==> config.mk <==
export PLATFORM = sky130hd
export DESIGN_NAME = radix_number_token_parser_top
export DESIGN_NICKNAME = d
export VERILOG_FILES = /design/src/hw/rtl/rntp_pkg.sv /design/src/hw/rtl/radix_number_token_parser_top.sv
export VERILOG_INCLUDE_DIRS = /design/src /design/src/hw/rtl
export SDC_FILE = /design/constraint.sdc
export NUM_CORES = 1
export LEC_CHECK = 0
export ABC_AREA = 1
export ABC_CLOCK_PERIOD_IN_PS = 7600
export BUFFER_PORTS_ARGS = -buffer_cell sky130_fd_sc_hd__buf_2
export CORE_ASPECT_RATIO = 0.75
export CORE_MARGIN = 2
export CORE_UTILIZATION = 51
export DETAILED_ROUTE_END_ITERATION = 7
export GPL_ROUTABILITY_DRIVEN = 0
export HOLD_SLACK_MARGIN = 0.03
export PLACE_DENSITY_LB_ADDON = 0.25
export SLEW_MARGIN = 10
export SYNTH_ARGS = -nofsm -noshare
export SYNTH_HDL_FRONTEND = slang
export SYNTH_SLANG_ARGS = --single-unit
==> constraint.sdc <==
create_clock -name clk -period 7.6 [get_ports clk]
set_clock_uncertainty 0.2 [all_clocks]
set_input_delay 1.52 -clock clk [delete_from_list [all_inputs] [get_ports clk]]
set_output_delay 1.52 -clock clk [all_outputs]
set_load 0.02 [all_outputs]
==> src/hw/rtl/radix_number_token_parser_top_defines.svh <==
// Assertion macros for the radix number token parser.
`ifndef RADIX_NUMBER_TOKEN_PARSER_TOP_DEFINES_SVH
`define RADIX_NUMBER_TOKEN_PARSER_TOP_DEFINES_SVH

`ifndef SYNTHESIS
`define RNTP_ASSERT_SAME(lbl, ante, cons, msg) \
	lbl: assert property (@(posedge clk) disable iff (!arst_n) (ante) |-> (cons)) \
		else $error(msg);
`define RNTP_ASSERT_NEXT(lbl, ante, cons, msg) \
	lbl: assert property (@(posedge clk) disable iff (!arst_n) (ante) |=> (cons)) \
		else $error(msg);
`else
`define RNTP_ASSERT_SAME(lbl, ante, cons, msg)
`define RNTP_ASSERT_NEXT(lbl, ante, cons, msg)
`endif

`endif

==> src/hw/rtl/rntp_pkg.sv <==
package rntp_pkg;

	localparam int ADDR_W = 1;
	localparam int DATA_W = 32;
	localparam int OUT_W  = 32;

	localparam logic [ADDR_W-1:0] REG_DEFAULT_BASE = 1'b0;

	localparam logic [5:0] BASE_RESET = 6'd10;
	localparam logic [5:0] BASE_DEC   = 6'd10;
	localparam logic [5:0] BASE_HEX   = 6'd16;
	localparam logic [5:0] BASE_BIN   = 6'd2;

	localparam logic [7:0] CHAR_HASH   = 8'h23;
	localparam logic [7:0] CHAR_DOLLAR = 8'h24;
	localparam logic [7:0] CHAR_PCT    = 8'h25;
	localparam logic [7:0] CHAR_APOS   = 8'h27;
	localparam logic [7:0] CHAR_MINUS  = 8'h2D;
	localparam logic [7:0] CHAR_0      = 8'h30;
	localparam logic [7:0] CHAR_9      = 8'h39;
	localparam logic [7:0] CHAR_UA     = 8'h41;
	localparam logic [7:0] CHAR_UF     = 8'h46;
	localparam logic [7:0] CHAR_LA     = 8'h61;
	localparam logic [7:0] CHAR_LF     = 8'h66;

	typedef struct packed {
		logic       ok;
		logic [3:0] val;
	} digit_t;

	function automatic digit_t digit_of(logic [7:0] c, logic [5:0] base);
		digit_t d;
		d.ok  = 1'b0;
		d.val = 4'd0;
		if (c inside {[CHAR_0:CHAR_9]} &&
				(base >= BASE_DEC || 8'(c - CHAR_0) < 8'(base))) begin
			d.ok  = 1'b1;
			d.val = 4'(c - CHAR_0);
		end else if (base == BASE_HEX && c inside {[CHAR_UA:CHAR_UF]}) begin
			d.ok  = 1'b1;
			d.val = 4'(c - CHAR_UA + 8'd10);
		end else if (base == BASE_HEX && c inside {[CHAR_LA:CHAR_LF]}) begin
			d.ok  = 1'b1;
			d.val = 4'(c - CHAR_LA + 8'd10);
		end
		return d;
	endfunction

endpackage

==> src/hw/rtl/radix_number_token_parser_top.sv <==
// Radix number token parser.
// Input stream (s_*): one token character per transfer in s_tdata[7:0],
// s_tlast set on the final character of the token. Output stream (m_*):
// one transfer per token, m_tuser = is_number, m_tdata = value (zero when
// not a number). APB port: register 0 (byte address 0) is default_base,
// 6 bits, reset 10; it is sampled on the first character of each token.
// Throughput: one character per cycle while the skid entry is empty. The
// per-character multiply-add closes a loop on the accumulator.
// The result for a token is registered into the result register, or into
// the skid entry when the result register still holds an untaken result.
// Output side has a result register plus one skid entry; s_tready drops
// only when both hold results the receiver has not taken, so characters
// keep flowing while only the result register is stalled.
// Reset: all token state clears, default_base returns to 10, both output
// entries are emptied.
`include "radix_number_token_parser_top_defines.svh"

module radix_number_token_parser_top #(
	parameter int VALUE_WIDTH = 32
) (
	input  logic                          clk,
	input  logic                          arst_n,
	input  logic                          s_tvalid,
	output logic                          s_tready,
	input  logic [7:0]                    s_tdata,  // [7:0] token_char
	input  logic                          s_tlast,  // is_last
	output logic                          m_tvalid,
	input  logic                          m_tready,
	output logic [rntp_pkg::OUT_W-1:0]    m_tdata,  // [31:0] number_value
	output logic                          m_tuser,  // is_number
	input  logic                          psel,
	input  logic                          penable,
	input  logic                          pwrite,
	input  logic [rntp_pkg::ADDR_W-1:0]   paddr,
	input  logic [rntp_pkg::DATA_W-1:0]   pwdata,
	output logic [rntp_pkg::DATA_W-1:0]   prdata,
	output logic                          pready
);

	localparam int OW   = rntp_pkg::OUT_W;
	localparam int ExtW = VALUE_WIDTH + OW;
	localparam int PW   = VALUE_WIDTH + 6;

	localparam logic [2:0] ST_NONE = 3'd0;
	localparam logic [2:0] ST_HASH = 3'd1;
	localparam logic [2:0] ST_DOL  = 3'd2;
	localparam logic [2:0] ST_PCT  = 3'd3;
	localparam logic [2:0] ST_BODY = 3'd4;

	logic [5:0]             dflt_base_q;
	logic [2:0]             pos_q;
	logic [2:0]             stage_q;
	logic [5:0]             base_q;
	logic                   neg_q;
	logic [VALUE_WIDTH-1:0] acc_q;
	logic                   seen_q;
	logic                   err_q;
	logic [7:0]             qchar_q;
	logic                   qok_q;

	logic                   out_valid_q;
	logic                   out_num_q;
	logic [OW-1:0]          out_val_q;
	logic                   skid_valid_q;
	logic                   skid_num_q;
	logic [OW-1:0]          skid_val_q;

	logic                   s_fire;
	logic                   m_fire;
	logic [7:0]             c;
	logic [5:0]             cur_base;
	logic [2:0]             stage_n;
	logic [5:0]             base_n;
	logic                   neg_n;
	logic [VALUE_WIDTH-1:0] acc_n;
	logic                   seen_n;
	logic                   err_n;
	logic                   qok_n;
	logic [PW-1:0]          prod;
	rntp_pkg::digit_t       dig;
	logic [VALUE_WIDTH-1:0] signed_val;
	logic [ExtW-1:0]        val_ext;
	logic                   res_num;
	logic [OW-1:0]          res_val;

	// config port
	assign pready = 1'b1;
	assign prdata = rntp_pkg::DATA_W'(dflt_base_q);

	always_ff @(posedge clk or negedge arst_n) begin
		if (!arst_n) begin
			dflt_base_q <= rntp_pkg::BASE_RESET;
		end else if (psel && penable && pwrite && pready &&
				paddr == rntp_pkg::REG_DEFAULT_BASE) begin
			dflt_base_q <= pwdata[5:0];
		end
	end

	assign s_tready = !skid_valid_q;
	assign s_fire   = s_tvalid && s_tready;
	assign m_fire   = out_valid_q && m_tready;
	assign c        = s_tdata;
	assign cur_base = (pos_q == 3'd0) ? dflt_base_q : base_q;

	assign dig  = rntp_pkg::digit_of(c, cur_base);
	assign prod = PW'(acc_q) * PW'(cur_base);

	always_comb begin
		stage_n = stage_q;
		base_n  = cur_base;
		neg_n   = neg_q;
		acc_n   = acc_q;
		seen_n  = seen_q;
		err_n   = err_q;
		if (!err_q) begin
			if (stage_q < ST_HASH && c == rntp_pkg::CHAR_HASH) begin
				base_n  = rntp_pkg::BASE_DEC;
				stage_n = ST_HASH;
			end else if (stage_q < ST_DOL && c == rntp_pkg::CHAR_DOLLAR) begin
				base_n  = rntp_pkg::BASE_HEX;
				stage_n = ST_DOL;
			end else if (stage_q < ST_PCT && c == rntp_pkg::CHAR_PCT) begin
				base_n  = rntp_pkg::BASE_BIN;
				stage_n = ST_PCT;
			end else if (stage_q < ST_BODY && c == rntp_pkg::CHAR_MINUS &&
					cur_base == rntp_pkg::BASE_DEC) begin
				neg_n   = 1'b1;
				stage_n = ST_BODY;
			end else begin
				stage_n = ST_BODY;
				if (dig.ok) begin
					acc_n  = prod[VALUE_WIDTH-1:0] + VALUE_WIDTH'(dig.val);
					seen_n = 1'b1;
				end else begin
					err_n = 1'b1;
				end
			end
		end
	end

	always_comb begin
		case (pos_q)
			3'd0:    qok_n = (c == rntp_pkg::CHAR_APOS);
			3'd1:    qok_n = qok_q;
			3'd2:    qok_n = qok_q && (c == rntp_pkg::CHAR_APOS);
			default: qok_n = 1'b0;
		endcase
	end

	assign signed_val = neg_n ? (VALUE_WIDTH'(0) - acc_n) : acc_n;
	assign val_ext    = ExtW'(signed_val);

	always_comb begin
		res_num = 1'b0;
		res_val = '0;
		if (qok_n && pos_q == 3'd2) begin
			res_num = 1'b1;
			res_val = OW'(qchar_q);
		end else if (!err_n && seen_n) begin
			res_num = 1'b1;
			res_val = val_ext[OW-1:0];
		end
	end

	// token state
	always_ff @(posedge clk or negedge arst_n) begin
		if (!arst_n) begin
			pos_q   <= 3'd0;
			stage_q <= ST_NONE;
			base_q  <= rntp_pkg::BASE_RESET;
			neg_q   <= 1'b0;
			acc_q   <= '0;
			seen_q  <= 1'b0;
			err_q   <= 1'b0;
			qchar_q <= 8'd0;
			qok_q   <= 1'b0;
		end else if (s_fire) begin
			if (s_tlast) begin
				pos_q   <= 3'd0;
				stage_q <= ST_NONE;
				base_q  <= dflt_base_q;
				neg_q   <= 1'b0;
				acc_q   <= '0;
				seen_q  <= 1'b0;
				err_q   <= 1'b0;
				qchar_q <= 8'd0;
				qok_q   <= 1'b0;
			end else begin
				if (pos_q != 3'd7)
					pos_q <= pos_q + 3'd1;
				stage_q <= stage_n;
				base_q  <= base_n;
				neg_q   <= neg_n;
				acc_q   <= acc_n;
				seen_q  <= seen_n;
				err_q   <= err_n;
				qok_q   <= qok_n;
				if (pos_q == 3'd1)
					qchar_q <= c;
			end
		end
	end

	// result register and skid entry
	always_ff @(posedge clk or negedge arst_n) begin
		if (!arst_n) begin
			out_valid_q  <= 1'b0;
			skid_valid_q <= 1'b0;
		end else if (skid_valid_q) begin
			if (m_fire) begin
				out_valid_q  <= 1'b1;
				skid_valid_q <= 1'b0;
			end
		end else if (s_fire && s_tlast) begin
			if (!out_valid_q || m_fire)
				out_valid_q <= 1'b1;
			else
				skid_valid_q <= 1'b1;
		end else if (m_fire) begin
			out_valid_q <= 1'b0;
		end
	end

	always_ff @(posedge clk) begin
		if (skid_valid_q) begin
			if (m_fire) begin
				out_num_q <= skid_num_q;
				out_val_q <= skid_val_q;
			end
		end else if (s_fire && s_tlast) begin
			if (!out_valid_q || m_fire) begin
				out_num_q <= res_num;
				out_val_q <= res_val;
			end else begin
				skid_num_q <= res_num;
				skid_val_q <= res_val;
			end
		end
	end

	assign m_tvalid = out_valid_q;
	assign m_tuser  = out_num_q;
	assign m_tdata  = out_val_q;

	`RNTP_ASSERT_SAME(a_skid_behind_out, skid_valid_q, out_valid_q, "skid full, output empty")
	`RNTP_ASSERT_NEXT(a_token_cleared, s_fire && s_tlast, pos_q == 3'd0 && stage_q == ST_NONE && !err_q && !seen_q, "token state not cleared")
	`RNTP_ASSERT_SAME(a_err_in_body, err_q || neg_q, stage_q == ST_BODY, "error or sign outside body")

endmodule
==> impl_metrics.py, run 1 <==
metrics = {
    "route": {
        "num_vias": 11510,
        "viasPerCell": 5.635,
        "wl_met1_um": 16350,
        "dr_wl_met2_um": 15820,
        "wirelength_um": 36050,
        "ant_nets": 0,
        "drt-pass1-iter-count": 6,
        "drt-initial-drc-count": 1209,
        "routedWlPerCell_um": 17.66,
        "wl_met3_um": 3346,
        "drcViolationCount": 0,
        "highest_layer": "met4",
    },
    "power_and_ir_drop": {
        "finalPower_mw": 1.718,
        "pwr-share-clk": 0.518,
        "ir_drop_v": 0.0001606,
        "leakagePower_nw": 7.395,
        "internal-power_mw": 1.324,
        "switching_power_mw": 0.3941,
        "pwr-share-comb": 0.044,
        "p_sw_frac": 0.2294,
        "seq_power_share": 0.438,
        "power.density_mw_per_mm2": 120.2,
    },
    "critical_path": {
        "cp_data_arrival_time_ns": 7.16,
        "endpoint_kind": "flip-flop",
        "crit_family": "adder cells",
        "cp_common_cell": "nand2_1",
        "cp_data_required_time_ns": 7.58,
        "crit_slowest_cell": "fa_1",
        "r2r_cells": 26,
        "cpPeakStageDelay_ns": 0.52,
        "critPathLaunchType": "flip-flop",
        "timing.rr.start": "pos_q[0]",
        "path_class": "flip-flop to flip-flop",
        "path_depth": 26,
        "rr_endpoint": "skid_val_q[25]",
        "r2r_slack_ns": 0.41,
        "cp.buffers_inverters": 3,
        "path_max_fanout": 13,
    },
    "hold_path": {
        "hold_depth": 2,
        "min_from": "base_q[3]",
        "holdPathEnd": "base_q[3]",
        "min-delay-path-class": "flip-flop to flip-flop",
    },
    "synth": {
        "yosysSeqAreaShare": 0.2738,
        "avgSynthCellArea_um2": 7.988,
        "synth_edf_count": 66,
        "synth_ff_type": "edfxtp_1",
        "synthDistinctLibCells": 57,
        "netlist_area_mm2": 0.01311,
        "synthCells": 1641,
        "yosys_warnings": 0,
        "ys_ff_latch": 130,
        "async_flop_share": 0.4923,
    },
    "placed_design": {
        "portBuffers": 63,
        "dp_hpwl_um": 27180,
    },
    "global_route": {
        "grt_overflow": 0,
        "grt_pass1_vias": 11230,
        "grt_max_degree": 65,
        "antenna_found_initial": 0,
        "grt_pass1_wl_um": 58190,
        "grtUsageTotal": 0.2731,
    },
    "timing": {
        "relSlewSlack": 0.1931,
        "setup_violations": 0,
        "rsz0062_at_grt": "no",
        "period_share": 0.9457,
        "worstMarginPinSlew_ns": 1.210,
        "setup-tns-final_ns": 0,
        "min_period_ns": 7.187,
        "fmax_ghz": 0.1391,
        "hold_viol": 0,
        "drv_slew": 0,
    },
    "floorplan": {
        "die_area_mm2": 0.02701,
        "rows": 50,
        "core_area_mm2": 0.02509,
        "initial_utilization": 0.5225,
        "die_w_um": 189.1,
        "die_h_um": 142.8,
        "top_level_ports": 117,
    },
    "layout": {
        "diodes": 0,
        "drive_above_1_share": 0.1121,
        "nets": 1935,
        "final_cell_mix": "nand2_1 (340), nor2_1 (218), inv_1 (200)",
        "area_growth_pct": 9.059,
        "final_common_cell": "nand2_1",
    },
    "clocking": {
        "clk_transition_reported_paths_ns": 0.06,
        "htree_levels": 4,
        "cts_tree": "built",
        "clk_latency_ns": 0.43,
        "clk_path_buf_depth": 2,
        "clockRootBuffer": "clkbuf_16",
        "cts_buffers": 17,
        "cts_sinks": 130,
        "holdBufCountCts": 0,
    },
    "flow_run": {
        "cap_violations": 0,
    },
    "status": {
        "status": "finished, final reports clean",
    },
}
==> repair_timing <==
item,in CTS,in global routing
setup endpoints to repair,0,24
setup buffers,0,3
gates resized for setup,0,2
==> routing by layer <==
layer / vias up / global-route usage
li1: 5407 / -
met1: 5574 / 0.3971
met2: 472 / 0.4131
met3: 54 / 0.06980
met4: 0 / 0.05469
met5: - / 0
==> tightest hold or removal path: cells and delay by family, from the launching register on <==
kind,cells,cell delay (ns)
flops,1,0.37
simple gates,2,0.10
==> synth_stat cells (all sizes together), types with 10 or more instances <==
master / n / area (µm²)
xnor2: 13 / 113.9
a21oi: 74 / 374.1
nand4: 20 / 125.1
ha: 85 / 1064
xor2: 19 / 166.4
nand3b: 10 / 75.07
fa: 110 / 2202
nand3: 96 / 510.5
buf: 42 / 321.6
inv: 211 / 797.0
nor3: 18 / 100.1
o21ai: 99 / 578.1
o22ai: 41 / 256.5
edfxtp: 66 / 1982
dfrtp: 60 / 1501
nor2: 227 / 895.9
clkbuf: 32 / 120.1
nand2: 366 / 1473
==> state kept, by name, indices dropped and copies added (netlist names), 3 cells and up <==
register and count:
stage_q 3, dflt_base_q 6, qchar_q 8, skid_val_q 32, pos_q 3, acc_q 32, base_q 6, m_tdata 32
==> power groups by stage <==
stage / sequential, mW / combinational, mW / clock [mW]
after floorplan: 0.770 / 0.0481 / 0
after global placement: 0.763 / 0.0740 / 0
after detailed placement: 0.764 / 0.0754 / 0
after CTS: 0.750 / 0.0760 / 0.893
after global routing: 0.752 / 0.0835 / 0.917
final: 0.752 / 0.0760 / 0.890
==> cells by family after synthesis <==
kind of cell	share of synthesized area
and+or+nand+nor	0.2488
adders and majority gates	0.2491
DFF	0.2738
AOI/OAI and AO/OA	0.1090
xor gates and xnor gates	0.02138
other	0.0005730
buffers and inverters	0.09565
muxes	0.001718
==> metrics by stage <==
| stage | util | cells | setup WS [ns] | hold WS (ns) | cell area (µm²) |
|---|---|---|---|---|---|
| after detailed placement | 0.5422 | 2005 | 0.3380 | 0.2681 | 13600 |
| after global placement | 0.5422 | 2005 | 0.4855 | 0.2665 | 13600 |
| after floorplan | - | 1666 | 1.477 | 0.2547 | 13200 |
| after CTS | 0.5681 | 2037 | 0.3150 | 0.2777 | 14250 |
| after global routing | 0.5698 | 2042 | 0.04644 | 0.2841 | 14300 |
| final | 0.5698 | 2042 | 0.4129 | 0.2760 | 14300 |
==> area by class of cell <==
type                    instances  area (µm²)
repair buffers                 78       427.9
multi-input cells            1248        8382
clock inverters                 7       78.83
fillers                      2337       10790
repair inverters                1       7.507
flip-flops and latches        130        3588
well taps                     338       422.9
inverters                     215       815.8
clock buffers                  25       571.8
==> worst max-delay path by stage <==
stage,to,from,slack [ns]
2_1_floorplan,skid_val_q[25],s_tdata[4],1.48
3_3_place_gp,skid_val_q[25],pos_q[0],0.49
3_5_place_dp,skid_val_q[25],pos_q[0],0.34
4_1_cts,skid_val_q[25],pos_q[0],0.32
5_1_grt,m_tdata[31],pos_q[0],0.05
6_report,skid_val_q[25],pos_q[0],0.41
Power figures use the tool's default switching activity.
==> run 2, diff against run 1 <==
--- a/config.mk
+++ b/config.mk
@@ -6,7 +6,6 @@
 export SDC_FILE = /design/constraint.sdc
 export NUM_CORES = 1
 export LEC_CHECK = 0
-export ABC_AREA = 1
 export ABC_CLOCK_PERIOD_IN_PS = 7600
 export BUFFER_PORTS_ARGS = -buffer_cell sky130_fd_sc_hd__buf_2
 export CORE_ASPECT_RATIO = 0.75
==> run 2 against run 1 <==
Synthesized cell count is 13% lower. Die area rose by 2.0%. Non-clock buffer count increased by 78. Area after synthesis increased by 2.1%. Utilization grew 1.8 points. Sequential share of layout area down 1.5 points. Combinational power rose to 14 times the previous value. Via count is 4.9% lower. Clock power decreased by 4.2%.
==> impl_metrics.py, run 2 <==
metrics = {
    "power_and_ir_drop": {
        "power.density_mw_per_mm2": 191.4,
        "leakagePower_nw": 6.995,
        "finalPower_mw": 2.907,
        "ir_drop_v": 0.0002603,
    },
    "layout": {
        "area_growth_pct": 13.46,
        "fillerInstances": 2243,
        "final_common_cell": "nand2_1",
        "final_cell_mix": "nand2_1 (151), and2_1 (143), fa_1 (110)",
        "diodes": 0,
        "drive_above_1_share": 0.1758,
        "final_util": 0.5875,
        "nets": 1761,
    },
    "clocking": {
        "clk_path_buf_depth": 2,
        "htree_levels": 4,
        "cts_buffers": 17,
        "clockRootBuffer": "clkbuf_16",
        "clk_latency_ns": 0.43,
        "cts_sinks": 130,
        "holdBufCountCts": 0,
        "cts_tree": "built",
        "clk_transition_reported_paths_ns": 0.06,
    },
    "timing": {
        "min_period_ns": 7.345,
        "setup_violations": 0,
        "period_share": 0.9664,
        "setup-tns-final_ns": 0,
        "relSlewSlack": 0.2351,
        "fmax_ghz": 0.1362,
        "worstMarginPinSlew_ns": 1.145,
        "drv_slew": 0,
        "setup_ws_ns": 0.2555,
        "holdWs_ns": 0.3052,
        "hold_viol": 0,
    },
    "global_route": {
        "grt_pass1_vias": 10630,
        "grtUsageTotal": 0.2600,
        "grt_pass1_wl_um": 56160,
        "grt_overflow": 0,
        "globalRoute.busiestLayer": "met2",
        "met2_usage": 0.4102,
        "antenna_found_initial": 0,
        "use_met3": 0.04562,
        "grt_max_degree": 65,
        "met1_usage": 0.3707,
    },
    "flow_run": {
        "cap_violations": 0,
    },
    "floorplan": {
        "top_level_ports": 117,
        "die_h_um": 144.3,
        "die_area_mm2": 0.02756,
        "core_area_mm2": 0.02584,
        "initial_utilization": 0.5178,
        "die_w_um": 191.0,
        "rows": 51,
    },
    "synth": {
        "synth.top_cell.area_share": 0.1646,
        "synthDistinctLibCells": 91,
        "yosysMostFrequentCell": "nand2_1",
        "avgSynthCellArea_um2": 9.364,
        "async_flop_share": 0.4923,
        "yosysTopAreaCell": "fa_1",
        "netlist_area_mm2": 0.01338,
        "synth_ff_type": "edfxtp_1",
        "synthCells": 1429,
        "ys_ff_latch": 130,
        "synth.top_cells.by_count": "nand2_1 (151), and2_1 (143), fa_1 (110)",
        "yosys_warnings": 0,
        "yosysSeqAreaShare": 0.2682,
        "synthTopCellsByArea": "fa_1 (16%), edfxtp_1 (15%), dfrtp_1 (11%)",
        "synth_edf_count": 66,
    },
    "hold_path": {
        "min-delay-path-class": "flip-flop to flip-flop",
        "hold_depth": 1,
        "holdPathEnd": "qchar_q[2]",
        "min_from": "qchar_q[2]",
    },
    "route": {
        "viasPerCell": 5.839,
        "drt-pass1-iter-count": 6,
        "ant_nets": 0,
        "wirelength_um": 35170,
        "drcViolationCount": 0,
        "routedWlPerCell_um": 18.77,
        "num_vias": 10940,
        "drt-initial-drc-count": 978,
    },
    "placed_design": {
        "dp_hpwl_um": 26010,
        "portBuffers": 63,
        "dp_slack_ns": -0.2099,
    },
    "critical_path": {
        "r2r_slack_ns": 0.26,
        "path_class": "flip-flop to flip-flop",
        "timing.rr.start": "pos_q[1]",
        "path_max_fanout": 11,
        "cp_data_required_time_ns": 7.57,
        "cp_data_arrival_time_ns": 7.31,
        "endpoint_kind": "flip-flop",
        "rr_endpoint": "m_tdata[30]",
        "critPathLaunchType": "flip-flop",
        "r2r_cells": 25,
    },
    "status": {
        "status": "finished, final reports clean",
    },
}
run 2: changes by cell type after synthesis, moves of 27 or more:
cell	change
o22ai_1	-37
o31ai_1	+27
and2_1	+142
inv_1	-120
nor2_1	-125
nand3_1	-77
nand2_1	-189
clkbuf_1	+28
mux2_2	+27
run 2: per-stage QoR:
stage | instance area, µm² | cells
finish | 15180 | 1874
detailed placement | 14290 | 1830
global route | 15180 | 1874
floorplan | 13480 | 1454
CTS | 14910 | 1863
global placement | 14290 | 1830
run 2: layout make-up:
cell class | instances | area (µm²) | share of cell area
inverter | 81 | 304.0 | 0.02002
clock inverter | 12 | 157.7 | 0.01038
tap | 344 | 430.4 | 0.02835
multi-input combinational | 1131 | 9210 | 0.6066
timing repair buffer | 156 | 1046 | 0.06889
clock buffer | 20 | 446.7 | 0.02942
sequential | 130 | 3588 | 0.2363
run 2: metal layers:
metal	vias up	wire [µm]
met5	-	0
met4	0	658
met3	51	2180
met2	385	16190
met1	5436	16140
li1	5071	-
run 2: logic make-up after synthesis:
logic type      count (synthesis)  synth area share
compound gates                307            0.1529
xor+xnor                       61           0.03993
fa+ha+maj                     195            0.2440
buf+inv                       193           0.06657
flops                         130            0.2682
mux                            47           0.03824
other cells                     2         0.0005612
simple gates                  494            0.1896
run 2: worst max path at each step:
stage	slack (ns)	end	startpoint
floorplan	0.41	m_tdata[30]	pos_q[0]
global placement	-0.08	m_tdata[30]	s_tdata[4]
detailed placement	-0.21	m_tdata[23]	s_tdata[4]
CTS	0.07	m_tdata[23]	pos_q[0]
global route	-0.04	m_tdata[29]	pos_q[1]
finish	0.26	m_tdata[30]	pos_q[1]
run 2: worst max-delay path, cell delays in order, from the launching register on:
cell      delay (ns)
dfrtp_1         0.40
inv_1           0.10
ha_2            0.19
nor2b_4         0.19
buf_6           0.16
mux2_2          0.47
and2_1          0.23
fa_1            0.51
fa_1            0.53
fa_1            0.49
ha_1            0.31
ha_1            0.41
a21oi_1         0.23
o211ai_1        0.27
buf_4           0.24
a21oi_1         0.12
o31ai_1         0.08
buf_4           0.16
a21o_1          0.22
a311o_1         0.40
buf_4           0.16
mux2_2          0.26
and2_1          0.18
a31oi_4         0.24
xor2_2          0.21
o21ai_1         0.09
run 2: repair_timing:
| item | 4_1_cts | 5_1_grt |
|---|---|---|
| endpoints found under the setup margin | 18 | 30 |
| buffers inserted | 1 | 11 |
| pin swaps | 3 | 10 |
| resized for setup | 3 | 35 |
run 2: report_power, final:
part           internal, mW  switching, mW  total, mW
Combinational         0.367          0.727       1.09
Sequential            0.883         0.0766      0.959
Clock                 0.526          0.327      0.853
Total                  1.78           1.13       2.91
